===== src/emg_pkg.sv =====
// shared constants for the emg activation level block
`timescale 1ns / 1ps
`default_nettype none
package emg_pkg;
   localparam int WINDOW_DEF = 20;
   localparam logic [1:0] REG_ALPHA = 2'd0;
   localparam logic [1:0] REG_CALIB = 2'd1;
   localparam logic [1:0] REG_LOW   = 2'd2;
   localparam logic [1:0] REG_HIGH  = 2'd3;
   localparam logic [1:0] LEVEL_LOW  = 2'd0;
   localparam logic [1:0] LEVEL_MID  = 2'd1;
   localparam logic [1:0] LEVEL_HIGH = 2'd2;
endpackage
`default_nettype wire


===== src/emg_ram.sv =====
// generic single-port ram with registered read
`timescale 1ns / 1ps
`default_nettype none
module emg_ram #(
   parameter int WIDTH = 28,
   parameter int DEPTH = 20
) (
   input  wire                                        clock,
   input  wire                                        wr_en,
   input  wire [((DEPTH > 1) ? $clog2(DEPTH) : 1)-1:0] addr,
   input  wire [WIDTH-1:0]                            wr_data,
   output logic [WIDTH-1:0]                           rd_data
);
   logic [WIDTH-1:0] mem [DEPTH];
   always_ff @(posedge clock) begin
      if (wr_en) begin
         mem[addr] <= wr_data;
      end
      rd_data <= mem[addr];
   end
endmodule
`default_nettype wire


===== src/emg_rms_activation_level.sv =====
// top level of the emg activation level block
// Each sample beat is processed by a sequencer; the drift update uses a 16x26
// multiplier. A calibrating sample passes the drift, center, ring, root and
// calibration states before its response beat, a later one also the classify
// states; the 14-step root search, which tests WINDOW * root^2 against the ring
// sum so that no window divide is needed, takes most of the time. The first
// sample after calibration adds a 30-step baseline divide once. req_ready is
// high only while idle. The squared-value ring is a ram that is cleared after
// reset before req_ready rises. One response beat per sample; the response
// register holds a waiting beat while the next sample is already being processed.
`timescale 1ns / 1ps
`default_nettype none
module emg_rms_activation_level import emg_pkg::*; #(
   parameter int WINDOW = WINDOW_DEF
) (
   input  wire         clock,
   input  wire         reset,
   input  wire         req_valid,
   output logic        req_ready,
   input  wire [9:0]   req_sample,
   output logic        rsp_valid,
   input  wire         rsp_ready,
   output logic        rsp_calibrating,
   output logic [13:0] rsp_rms_level,
   output logic [13:0] rsp_baseline_level,
   output logic [13:0] rsp_activation,
   output logic [1:0]  rsp_level,
   input  wire         csr_write,
   input  wire [1:0]   csr_index,
   input  wire [15:0]  csr_data
);
   localparam int AW = (WINDOW > 1) ? $clog2(WINDOW) : 1;
   localparam int TW = 28 + $clog2(WINDOW);

   typedef enum logic [3:0] {
      S_CLEAR, S_IDLE, S_DRIFT, S_CENTER, S_RING, S_ROOT, S_CAL,
      S_BDIV, S_CLASS1, S_CLASS2, S_OUT
   } state_type;

   state_type state_ff;
   logic [15:0] alpha_ff, calib_ff;
   logic [9:0]  lowf_ff, highf_ff;
   logic [25:0] drift_ff;
   logic [AW-1:0] pos_ff;
   logic [TW-1:0] total_ff;
   logic [15:0] seen_ff;
   logic [29:0] ctotal_ff;
   logic [13:0] base_ff;
   logic        done_ff;
   logic [25:0] s_ff;
   logic [27:0] sq_ff;
   // shared divider / root registers
   logic [16:0] rem_ff;
   logic [29:0] quo_ff;
   logic [13:0] root_ff;
   logic [27:0] rsq_ff;
   logic [5:0]  cnt_ff;
   logic [13:0] rms_ff, act_ff;
   logic        cal_ff;
   logic [1:0]  lvl_ff;
   logic        ram_we;
   logic [27:0] ram_rd, ram_wd;
   logic        out_fire;

   emg_ram #(.WIDTH(28), .DEPTH(WINDOW)) u_ring (
      .clock(clock), .wr_en(ram_we), .addr(pos_ff), .wr_data(ram_wd), .rd_data(ram_rd));

   assign ram_we = (state_ff == S_CLEAR) || (state_ff == S_RING && cnt_ff == 6'd1);
   assign ram_wd = (state_ff == S_CLEAR) ? 28'd0 : sq_ff;
   assign req_ready = (state_ff == S_IDLE);
   assign out_fire = (state_ff == S_OUT) && (!rsp_valid || rsp_ready);

   logic [25:0] mag;
   logic        above;
   logic [41:0] prod;
   logic [13:0] cm;
   logic [23:0] prod2;
   logic [16:0] pr;
   logic [5:0]  rbit;
   logic [28:0] cand;
   logic [TW-1:0] wprod;
   logic        fits;
   always_comb begin
      above = s_ff >= drift_ff;
      mag = above ? s_ff - drift_ff : drift_ff - s_ff;
      prod = alpha_ff * mag;
      cm = 14'((27'(mag) + 27'd2048) >> 12);
      prod2 = ((cnt_ff == 6'd0) ? lowf_ff : highf_ff) * base_ff;
      pr = {rem_ff[15:0], quo_ff[29]};
      // trial root: square of root with the current bit added
      rbit = cnt_ff - 6'd1;
      cand = 29'(rsq_ff) + (29'(root_ff) << cnt_ff) + (29'd1 << {rbit, 1'b0});
      wprod = TW'(WINDOW) * TW'(cand);
      fits = wprod <= total_ff;
   end

   always_ff @(posedge clock) begin
      if (reset) begin
         state_ff <= S_CLEAR;
         alpha_ff <= 16'd655; calib_ff <= 16'd200;
         lowf_ff <= 10'd77; highf_ff <= 10'd154;
         drift_ff <= '0; pos_ff <= '0; total_ff <= '0; seen_ff <= '0;
         ctotal_ff <= '0; base_ff <= '0; done_ff <= 1'b0; rsp_valid <= 1'b0;
         cnt_ff <= '0;
      end else begin
         if (csr_write) begin
            case (csr_index)
               REG_ALPHA: alpha_ff <= csr_data;
               REG_CALIB: calib_ff <= csr_data;
               REG_LOW:   lowf_ff <= csr_data[9:0];
               REG_HIGH:  highf_ff <= csr_data[9:0];
               default: ;
            endcase
         end
         if (out_fire) rsp_valid <= 1'b1;
         else if (rsp_ready) rsp_valid <= 1'b0;
         case (state_ff)
            S_CLEAR: begin
               if (pos_ff == AW'(WINDOW - 1)) begin
                  pos_ff <= '0; state_ff <= S_IDLE;
               end else pos_ff <= pos_ff + 1'b1;
            end
            S_IDLE: if (req_valid && req_ready) begin
               s_ff <= {req_sample, 16'd0}; state_ff <= S_DRIFT;
            end
            S_DRIFT: begin
               if (drift_ff == '0) drift_ff <= s_ff;
               else if (above) drift_ff <= drift_ff + 26'((prod + 42'd32768) >> 16);
               else drift_ff <= drift_ff - 26'((prod + 42'd32768) >> 16);
               state_ff <= S_CENTER;
            end
            S_CENTER: begin
               sq_ff <= 28'(cm * cm); cnt_ff <= '0; state_ff <= S_RING;
            end
            S_RING: begin
               // cnt_ff 0: ram read issued; cnt_ff 1: old value back, write new
               if (cnt_ff == 6'd0) cnt_ff <= 6'd1;
               else begin
                  total_ff <= total_ff - TW'(ram_rd) + TW'(sq_ff);
                  root_ff <= '0;
                  rsq_ff <= '0;
                  cnt_ff <= 6'd14;
                  pos_ff <= (pos_ff == AW'(WINDOW - 1)) ? '0 : pos_ff + 1'b1;
                  state_ff <= S_ROOT;
               end
            end
            S_ROOT: begin
               // largest root with WINDOW * root^2 <= ring sum, one bit per cycle
               if (fits) begin
                  root_ff <= root_ff | (14'd1 << rbit);
                  rsq_ff <= cand[27:0];
               end
               if (cnt_ff == 6'd1) state_ff <= S_CAL;
               cnt_ff <= cnt_ff - 6'd1;
            end
            S_CAL: begin
               rms_ff <= root_ff;
               if (!done_ff && seen_ff < calib_ff) begin
                  ctotal_ff <= ctotal_ff + 30'(root_ff);
                  seen_ff <= seen_ff + 1'b1;
                  cal_ff <= 1'b1; act_ff <= '0; lvl_ff <= LEVEL_LOW;
                  state_ff <= S_OUT;
               end else begin
                  cal_ff <= 1'b0;
                  if (!done_ff) begin
                     done_ff <= 1'b1;
                     rem_ff <= '0; quo_ff <= ctotal_ff; cnt_ff <= 6'd30;
                     if (seen_ff == '0) begin
                        base_ff <= '0; state_ff <= S_CLASS1;
                     end else state_ff <= S_BDIV;
                  end else state_ff <= S_CLASS1;
               end
            end
            S_BDIV: begin
               // restoring divide: dividend shifts out of quo_ff, quotient in
               if (pr >= {1'b0, seen_ff}) begin
                  rem_ff <= pr - {1'b0, seen_ff};
                  quo_ff <= {quo_ff[28:0], 1'b1};
               end else begin
                  rem_ff <= pr;
                  quo_ff <= {quo_ff[28:0], 1'b0};
               end
               if (cnt_ff == 6'd1) begin
                  base_ff <= {quo_ff[12:0], pr >= {1'b0, seen_ff}};
                  state_ff <= S_CLASS1;
               end
               cnt_ff <= cnt_ff - 6'd1;
            end
            S_CLASS1: begin
               act_ff <= (rms_ff > base_ff) ? rms_ff - base_ff : '0;
               cnt_ff <= '0; state_ff <= S_CLASS2;
            end
            S_CLASS2: begin
               // shared multiplier: low threshold, then high threshold
               if (cnt_ff == 6'd0) begin
                  lvl_ff <= (24'({act_ff, 8'd0}) < prod2) ? LEVEL_LOW : LEVEL_MID;
                  cnt_ff <= 6'd1;
               end else begin
                  if (lvl_ff != LEVEL_LOW && !(24'({act_ff, 8'd0}) < prod2))
                     lvl_ff <= LEVEL_HIGH;
                  state_ff <= S_OUT;
               end
            end
            S_OUT: begin
               if (out_fire) begin
                  rsp_calibrating <= cal_ff; rsp_rms_level <= rms_ff;
                  rsp_baseline_level <= base_ff; rsp_activation <= act_ff;
                  rsp_level <= lvl_ff;
                  state_ff <= S_IDLE;
               end
            end
            default: state_ff <= S_IDLE;
         endcase
      end
   end

`ifndef NO_ASSERTIONS
   a_ready_idle: assert property (@(posedge clock) disable iff (reset)
      req_ready |-> state_ff == S_IDLE) else $error("ready outside idle");
   a_out_valid: assert property (@(posedge clock) disable iff (reset)
      out_fire |=> rsp_valid) else $error("result not posted");
   a_rsp_hold: assert property (@(posedge clock) disable iff (reset)
      rsp_valid && !rsp_ready |=> rsp_valid && $stable(rsp_rms_level)
         && $stable(rsp_level)) else $error("result beat changed while waiting");
   a_level_range: assert property (@(posedge clock) disable iff (reset)
      rsp_valid |-> rsp_level != 2'd3) else $error("bad level");
`endif
endmodule
`default_nettype wire

===== config.mk =====
export PLATFORM = sky130hd
export DESIGN_NAME = emg_rms_activation_level
export DESIGN_NICKNAME = d
export VERILOG_FILES = /design/src/emg_pkg.sv /design/src/emg_ram.sv /design/src/emg_rms_activation_level.sv
export SDC_FILE = /design/constraint.sdc
export NUM_CORES = 2
export LEC_CHECK = 0
export BUFFER_PORTS_ARGS = -buffer_cell sky130_fd_sc_hd__clkbuf_2
export CORE_MARGIN = 3
export CORE_UTILIZATION = 35
export CTS_BUF_LIST = sky130_fd_sc_hd__clkbuf_4 sky130_fd_sc_hd__clkbuf_8
export DETAILED_ROUTE_END_ITERATION = 6
export GPL_TIMING_DRIVEN = 0
export PLACE_DENSITY = 0.55
export SLEW_MARGIN = 10
export SYNTH_ARGS = -nofsm -noshare
export SYNTH_HDL_FRONTEND = slang
export SYNTH_SLANG_ARGS = --single-unit

===== constraint.sdc =====
create_clock -name clock -period 22.3 [get_ports clock]
set_clock_uncertainty 0.2 [all_clocks]
set_input_delay 3.345 -clock clock [delete_from_list [all_inputs] [get_ports clock]]
set_output_delay 3.345 -clock clock [all_outputs]
set_load 0.03 [all_outputs]

=== Yosys cells after proc, flatten, opt, wreduce, memory -nomap -nowiden ===
Memories as Yosys holds them, arrays and structs flattened. A register that Yosys moved wholly into a read port is not among the register bits.
Index checks and enable logic that the tools add are counted.

* Add/subtract/negate cells: 16
* Multiply operators: 4
* Order comparisons: 6
* Equality and inequality tests: 29
* Shifts and indexed selects: 3
* Muxes and demuxes: 56
* Bitwise operators: 4
* Reductions and logical operators: 44

{| class="wikitable"
|+ Operators by type and width
! kind !! number
|-
| $mux 14 || 8
|-
| $mux 28 || 3
|-
| $pmux 14 s2 || 3
|-
| $mux 26 || 3
|-
| $sub 26x26->26 || 3
|-
| $mux 30 || 2
|-
| $pmux 30 s2 || 1
|-
| $pmux 28 s2 || 1
|-
| $mux 16 || 3
|-
| $mux 4 || 11
|-
| $pmux 4 s11 || 1
|-
| $add 42x16->42 const B || 1
|-
| $mul 16x26->42 || 1
|-
| $add 33x28->33 || 1
|-
| $le 33x33->1 || 1
|-
| $sub 33x28->33 || 1
|-
| $pmux 16 s2 || 1
|-
| $mul 3x29->31 const A || 1
|-
| $add 30x14->30 || 1
|-
| $pmux 6 s5 || 1
|-
| $add 28x29->29 || 1
|-
| $add 29x29->29 || 1
|-
| $shl 1x7->29 const A || 1
|-
| $shl 14x6->29 || 1
|-
| other kinds (51) || 110
|}

* Register bits: 390
* Bits in writable memories: 560
* Word-level logic and storage cells: 192
* Memories: 1

{| class="wikitable"
|+ Memories
! name !! depth !! bits a word !! read ports !! clocked after memory_dff !! write ports !! line !! source
|-
| u_ring.mem || 20 || 28 || 1 || 1 || 1 || emg_ram.sv:14 || <nowiki>logic [WIDTH-1:0] mem [DEPTH];</nowiki>
|}

=== Logic depth before layout (Yosys ltp) ===
* Word-level depth: 9
* Depth in mapped cells: 54
* Depth with buffers taken out: 50

=== By module ===
A second synthesis with hierarchy kept.

* Cell total of the unflattened synthesis: 7120
* Area total of the unflattened synthesis: 73464.2 µm²

{| class="wikitable"
|+ By module, submodules not included
! module !! instances !! cells an instance !! area each (µm²)
|-
| emg_rms_activation_level || 1 || 5954 || 51225.4
|-
| emg_ram || 1 || 1166 || 22238.8
|}

=== Worst setup path before layout ===
OpenSTA, ideal clock, no wires.

* Kind: register to register
* Start point: register cnt_ff[1]
* End point: register root_ff[0] (enable)
* Arrival time: 12.255 ns
* Data required time: 21.554 ns
* Path slack: 9.299 ns
* Cell stages (with the launch flop): 47
* Period minus slack after synthesis: 13.001 ns
* Path through: dfxtp_1 buf_1 clkbuf_1 inv_1 ha_1 nor2_1 nand2_1 o21ai_0 nand2_1 nor2_1 fa_1 ha_1 inv_1 fa_1 nor2b_1 o21ai_0 a21boi_0 o21ai_0 [... 11 more ...] o31ai_1 o41ai_1 o21ai_0 o41a_1 a21oi_1 o21bai_1 xor2_1 ha_1 o21ai_0 nand2b_1 a21oi_1 nor2b_1 o21ai_0 nand2b_1 a221o_1 o211ai_1 o21ai_0 nor4_1

* Longest elaborated chain between the ends: 7

{| class="wikitable"
|+ RTL lines
! element !! line !! source
|-
| start, declared || emg_rms_activation_level.sv:57 || <nowiki>logic [5:0] cnt_ff;</nowiki>
|-
| start signal, assigned || emg_rms_activation_level.sv:154 || <nowiki>cnt_ff <= cnt_ff - 6'd1;</nowiki>
|-
| start signal, assigned || emg_rms_activation_level.sv:187 || <nowiki>cnt_ff <= cnt_ff - 6'd1;</nowiki>
|-
| $shl 14x6->29 / $sub 6x1->6 (equally long branches) || emg_rms_activation_level.sv:92, emg_rms_activation_level.sv:91 ||
|-
| $add 28x29->29 / $shl 1x7->29 (equally long branches) || emg_rms_activation_level.sv:92 || <nowiki>cand = 29'(rsq_ff) + (29'(root_ff) << cnt_ff) + (29'd1 << {rbit, 1'b0});</nowiki>
|-
| $add 29x29->29 (*) || emg_rms_activation_level.sv:92 ||
|-
| via cand[11] || emg_rms_activation_level.sv:80 || <nowiki>logic [28:0] cand;</nowiki>
|-
| $mul 3x29->31 (*) || emg_rms_activation_level.sv:93 || <nowiki>wprod = TW'(WINDOW) * TW'(cand);</nowiki>
|-
| $le 33x33->1 (*) || emg_rms_activation_level.sv:94 || <nowiki>fits = wprod <= total_ff;</nowiki>
|-
| $ne 2x2->1 (no source line) (*) || n/a ||
|-
| $reduce_and 4->1 (no source line) (*) || n/a ||
|-
| end signal, assigned || emg_rms_activation_level.sv:150 || <nowiki>root_ff <= root_ff | (14'd1 << rbit);</nowiki>
|-
| end, declared || emg_rms_activation_level.sv:55 || <nowiki>logic [13:0] root_ff;</nowiki>
|}

Mark *: on every way through the listed nets, which the timed path passes. The rest lies on a longest branch.
A chain may end at the register's enable or synchronous reset.

=== Worst setup path in the final report ===
* Start point: register drift_ff[0]
* End point: register drift_ff[24]

* Longest elaborated chain between the ends: 7

{| class="wikitable"
|+ RTL lines
! element !! line !! source
|-
| start, declared || emg_rms_activation_level.sv:43 || <nowiki>logic [25:0] drift_ff;</nowiki>
|-
| start signal, assigned || emg_rms_activation_level.sv:128 || <nowiki>else if (above) drift_ff <= drift_ff + 26'((prod + 42'd32768) >> 16);</nowiki>
|-
| start signal, assigned || emg_rms_activation_level.sv:129 || <nowiki>else drift_ff <= drift_ff - 26'((prod + 42'd32768) >> 16);</nowiki>
|-
| $sub 26x26->26 / $ge 26x26->1 (equally long branches) || emg_rms_activation_level.sv:85, emg_rms_activation_level.sv:84 ||
|-
| $mux 26 || emg_rms_activation_level.sv:85 || <nowiki>mag = above ? s_ff - drift_ff : drift_ff - s_ff;</nowiki>
|-
| $mul 16x26->42 || emg_rms_activation_level.sv:86 || <nowiki>prod = alpha_ff * mag;</nowiki>
|-
| $add 42x16->42 || emg_rms_activation_level.sv:128, emg_rms_activation_level.sv:129 ||
|-
| $sub 26x26->26 / $add 26x26->26 (equally long branches) || emg_rms_activation_level.sv:129, emg_rms_activation_level.sv:128 ||
|-
| $mux 26 || emg_rms_activation_level.sv:128 ||
|-
| $mux 26 (*) || emg_rms_activation_level.sv:127 || <nowiki>if (drift_ff == '0) drift_ff <= s_ff;</nowiki>
|}

Every way passes the cells marked *; elsewhere a longest branch is shown, timed or not.

==> results.py <==
metrics = {
    "power": {
        "p_leak_nw": 33.99,
        "power_density_nw_per_um2": 129.1,
        "p_comb_frac": 0.606,
        "p_switching_w": 0.004609,
        "internal_power_w": 0.005819,
        "clock_power_share": 0.170,
        "seq_power_share": 0.224,
        "ir_worst_vdd_v": 0.0002128,
        "p_sw_frac": 0.4420,
    },
    "worst_setup_path": {
        "reg2reg_from": "drift_ff[0]",
        "crit_path_start_kind": "flip-flop",
        "r2r_slack_ns": 7.16,
        "rr_endpoint": "drift_ff[24]",
        "cp_slowest_stage_delay_ns": 0.70,
        "crit_type": "flip-flop to flip-flop",
        "critPathMaxFanout": 10,
        "slowest_stage": "xor2_2",
        "r2r.worst_path.cells": 49,
        "cp_data_required_time_ns": 22.93,
        "cp_data_arrival_time_ns": 15.76,
        "critPathCaptureType": "flip-flop",
        "cpMostUsedCell": "fa_1",
    },
    "drt": {
        "via_per_inst": 5.082,
        "drc": 0,
        "firstDrtPassIters": 6,
        "num_vias": 50311,
        "ant_nets": 0,
        "wirelength_microns": 199200,
        "routedWlPerCell_microns": 20.12,
        "drtIter0Drc": 3182,
    },
    "sta": {
        "max-slew-margin-rel": 0.1731,
        "worstMarginPinSlew_ns": 1.240,
        "slew_violations": 0,
        "fin_crit_ns": 15.14,
        "finalCritPeriodShare": 0.6789,
        "hold_violations": 0,
        "rsz0062_at_grt": "false",
        "fmax_mhz": 66.05,
        "fin_ws_ns": 7.161,
        "tns_ns": 0,
        "setup_violations": 0,
    },
    "floorplan": {
        "io_pins": 80,
        "initial_core_util": 0.3522,
        "rows": 166,
        "die_y_microns": 460.0,
        "die_width_microns": 460.0,
        "coreArea_sq_um": 204800,
        "die-area_sq_um": 211600,
    },
    "global_routing": {
        "grt_max_degree": 23,
        "gr-total-overflow": 0,
        "grt_pass1_vias": 51726,
        "grt_use_total": 0.1898,
        "antenna_found_initial": 5,
        "grt_first_pass_wirelength_microns": 309400,
    },
    "clock_network": {
        "cts-root-buf": "clkbuf_8",
        "cts_buffer_depth": 3,
        "clk_latency_ns": 0.96,
        "cts_sinks": 977,
        "cts_setup_buffers": 0,
        "cts_tree": "built",
        "cts_buffers": 171,
        "cts_hold_buffers": 0,
        "cts_resized": 0,
        "clk_pin_slew_ns": 0.06,
        "htree_num_levels": 4,
    },
    "synth": {
        "synth_cells": 6741,
        "synth.top_cell.area_share": 0.3168,
        "synth_ff_type": "edfxtp_1",
        "async_flop_share": 0,
        "yosysSeqAreaShare": 0.3767,
        "synth_top_cell_by_area": "edfxtp_1",
        "synth.avg_cell_area_sq_um": 10.70,
        "synth-seq-cells": 977,
        "synth_warnings": 0,
        "synth.area.top_cells": "edfxtp_1 32%, fa_1 16%, ha_1 9.8%",
        "yosys-top-cells-count": "934 x inv_1, 779 x nand2_1, 761 x edfxtp_1",
        "synthMostInstantiatedCell": "inv_1",
        "synth.distinct_cells": 90,
        "syn_area_sq_um": 72140,
        "synth_edf_count": 761,
    },
    "layout": {
        "drive_gt1_frac": 0.09449,
        "area_growth_pct": 11.94,
        "stdcell_area_sq_um": 80750,
        "nets": 8251,
        "fin_util": 0.3943,
        "fillers": 20034,
    },
    "run_status": {
        "status": "completed",
    },
    "worst_hold_path": {
        "hold_path.class": "flip-flop to flip-flop",
        "min_to": "rsp_baseline_level[12]",
        "min_from": "base_ff[12]",
        "hold_path_depth": 0,
    },
    "placement": {
        "gp_congestion": 0.9120,
        "pre_cts_ws_ns": 7.516,
        "dpl_cell_area_sq_um": 76990,
        "port_buffers": 78,
        "hpwl_microns": 155200,
    },
    "flow_run": {
        "maxCapViolations": 0,
    },
}
cells by family after synthesis:
group,share of synthesized area
muxes,0.05615
adders and majority gates,0.2621
other,0.00005198
DFF,0.3767
AOI/OAI and AO/OA,0.07795
xor gates and xnor gates,0.03433
and+or+nand+nor,0.1296
buffers and inverters,0.06310
sequential cells by signal (all words and copies together), names as in the netlist, 6 cells and up:
signal	count
seen_ff	16
ctotal_ff	30
root_ff	14
drift_ff	26
u_ring.rd_data	28
rsp_rms_level	14
lowf_ff	10
sq_ff	27
act_ff	14
cnt_ff	6
s_ff	10
u_ring.mem	560
rem_ff	16
alpha_ff	16
base_ff	14
total_ff	33
rsq_ff	28
rsp_activation	14
rsp_baseline_level	14
quo_ff	30
calib_ff	16
rms_ff	14
highf_ff	10
per-stage QoR:
stage	power [W]	hold WS (ns)	std cells
2_1_floorplan	0.007105	0.2003	6760
6_report	0.01043	0.2300	9900
3_5_place_dp	0.008704	0.2206	9577
3_3_place_gp	0.008607	0.2171	9526
4_1_cts	0.01055	0.2329	9895
5_1_grt	0.01137	0.2450	9897
worst max-delay path, delay by kind of cell (launching register included):
family	cells	cell delay, ns
AOI/OAI and AO/OA	18	4.30
xor gates and xnor gates	3	1.21
adders and majority gates	10	4.50
buffers and inverters	9	2.88
DFF	1	0.38
muxes	1	0.36
and+or+nand+nor	8	1.22
final cells by class:
class,instances,area [sq um],area share
Clock buffer,220,2784,0.03448
Antenna cell,5,12.51,0.0001549
Multi-Input combinational cell,4573,40810,0.5054
Tap cell,2688,3363,0.04165
Timing Repair Buffer,129,1162,0.01439
Inverter,939,3525,0.04365
Clock inverter,98,890.9,0.01103
Buffer,271,1028,0.01274
Sequential cell,977,27180,0.3366
power groups by stage:
| stage | combinational [W] | clock [W] | sequential [W] |
|---|---|---|---|
| floorplan | 0.00476 | 0 | 0.00235 |
| global placement | 0.00623 | 0 | 0.00238 |
| detailed placement | 0.00633 | 0 | 0.00238 |
| CTS | 0.00639 | 0.00182 | 0.00234 |
| global route | 0.00713 | 0.00190 | 0.00235 |
| finish | 0.00632 | 0.00177 | 0.00234 |
placed cells by master (no fill, tap or decap), types with 75 or more instances in the layout:
cell type	count
fa_1	592
nor2_1	471
ha_1	564
xnor2_1	173
edfxtp_1	761
a21o_1	91
clkbuf_8	181
nor3_1	102
inv_1	934
a21oi_1	297
dfxtp_1	216
nand3_1	88
o21ai_0	135
clkbuf_1	240
nand2b_1	75
nand2_1	779
and2_1	202
clkbuf_2	79
xor2_1	100
mux4_2	146
per-layer routing:
| layer | wire length, microns | global-route usage |
|---|---|---|
| met1 | 88130 | 0.2541 |
| met2 | 94290 | 0.3131 |
| met3 | 9446 | 0.02735 |
| met4 | 7298 | 0.06864 |
| met5 | 26 | 0 |
worst max path at each step:
stage,end,from,cells after the start
5_1_grt,drift_ff[24],drift_ff[0],49
3_5_place_dp,drift_ff[25],drift_ff[0],50
3_3_place_gp,rsq_ff[21],cnt_ff[1],40
2_1_floorplan,root_ff[0],cnt_ff[1],46
4_1_cts,drift_ff[24],drift_ff[0],49
6_report,drift_ff[24],drift_ff[0],49
Power figures use the tool's default switching activity.
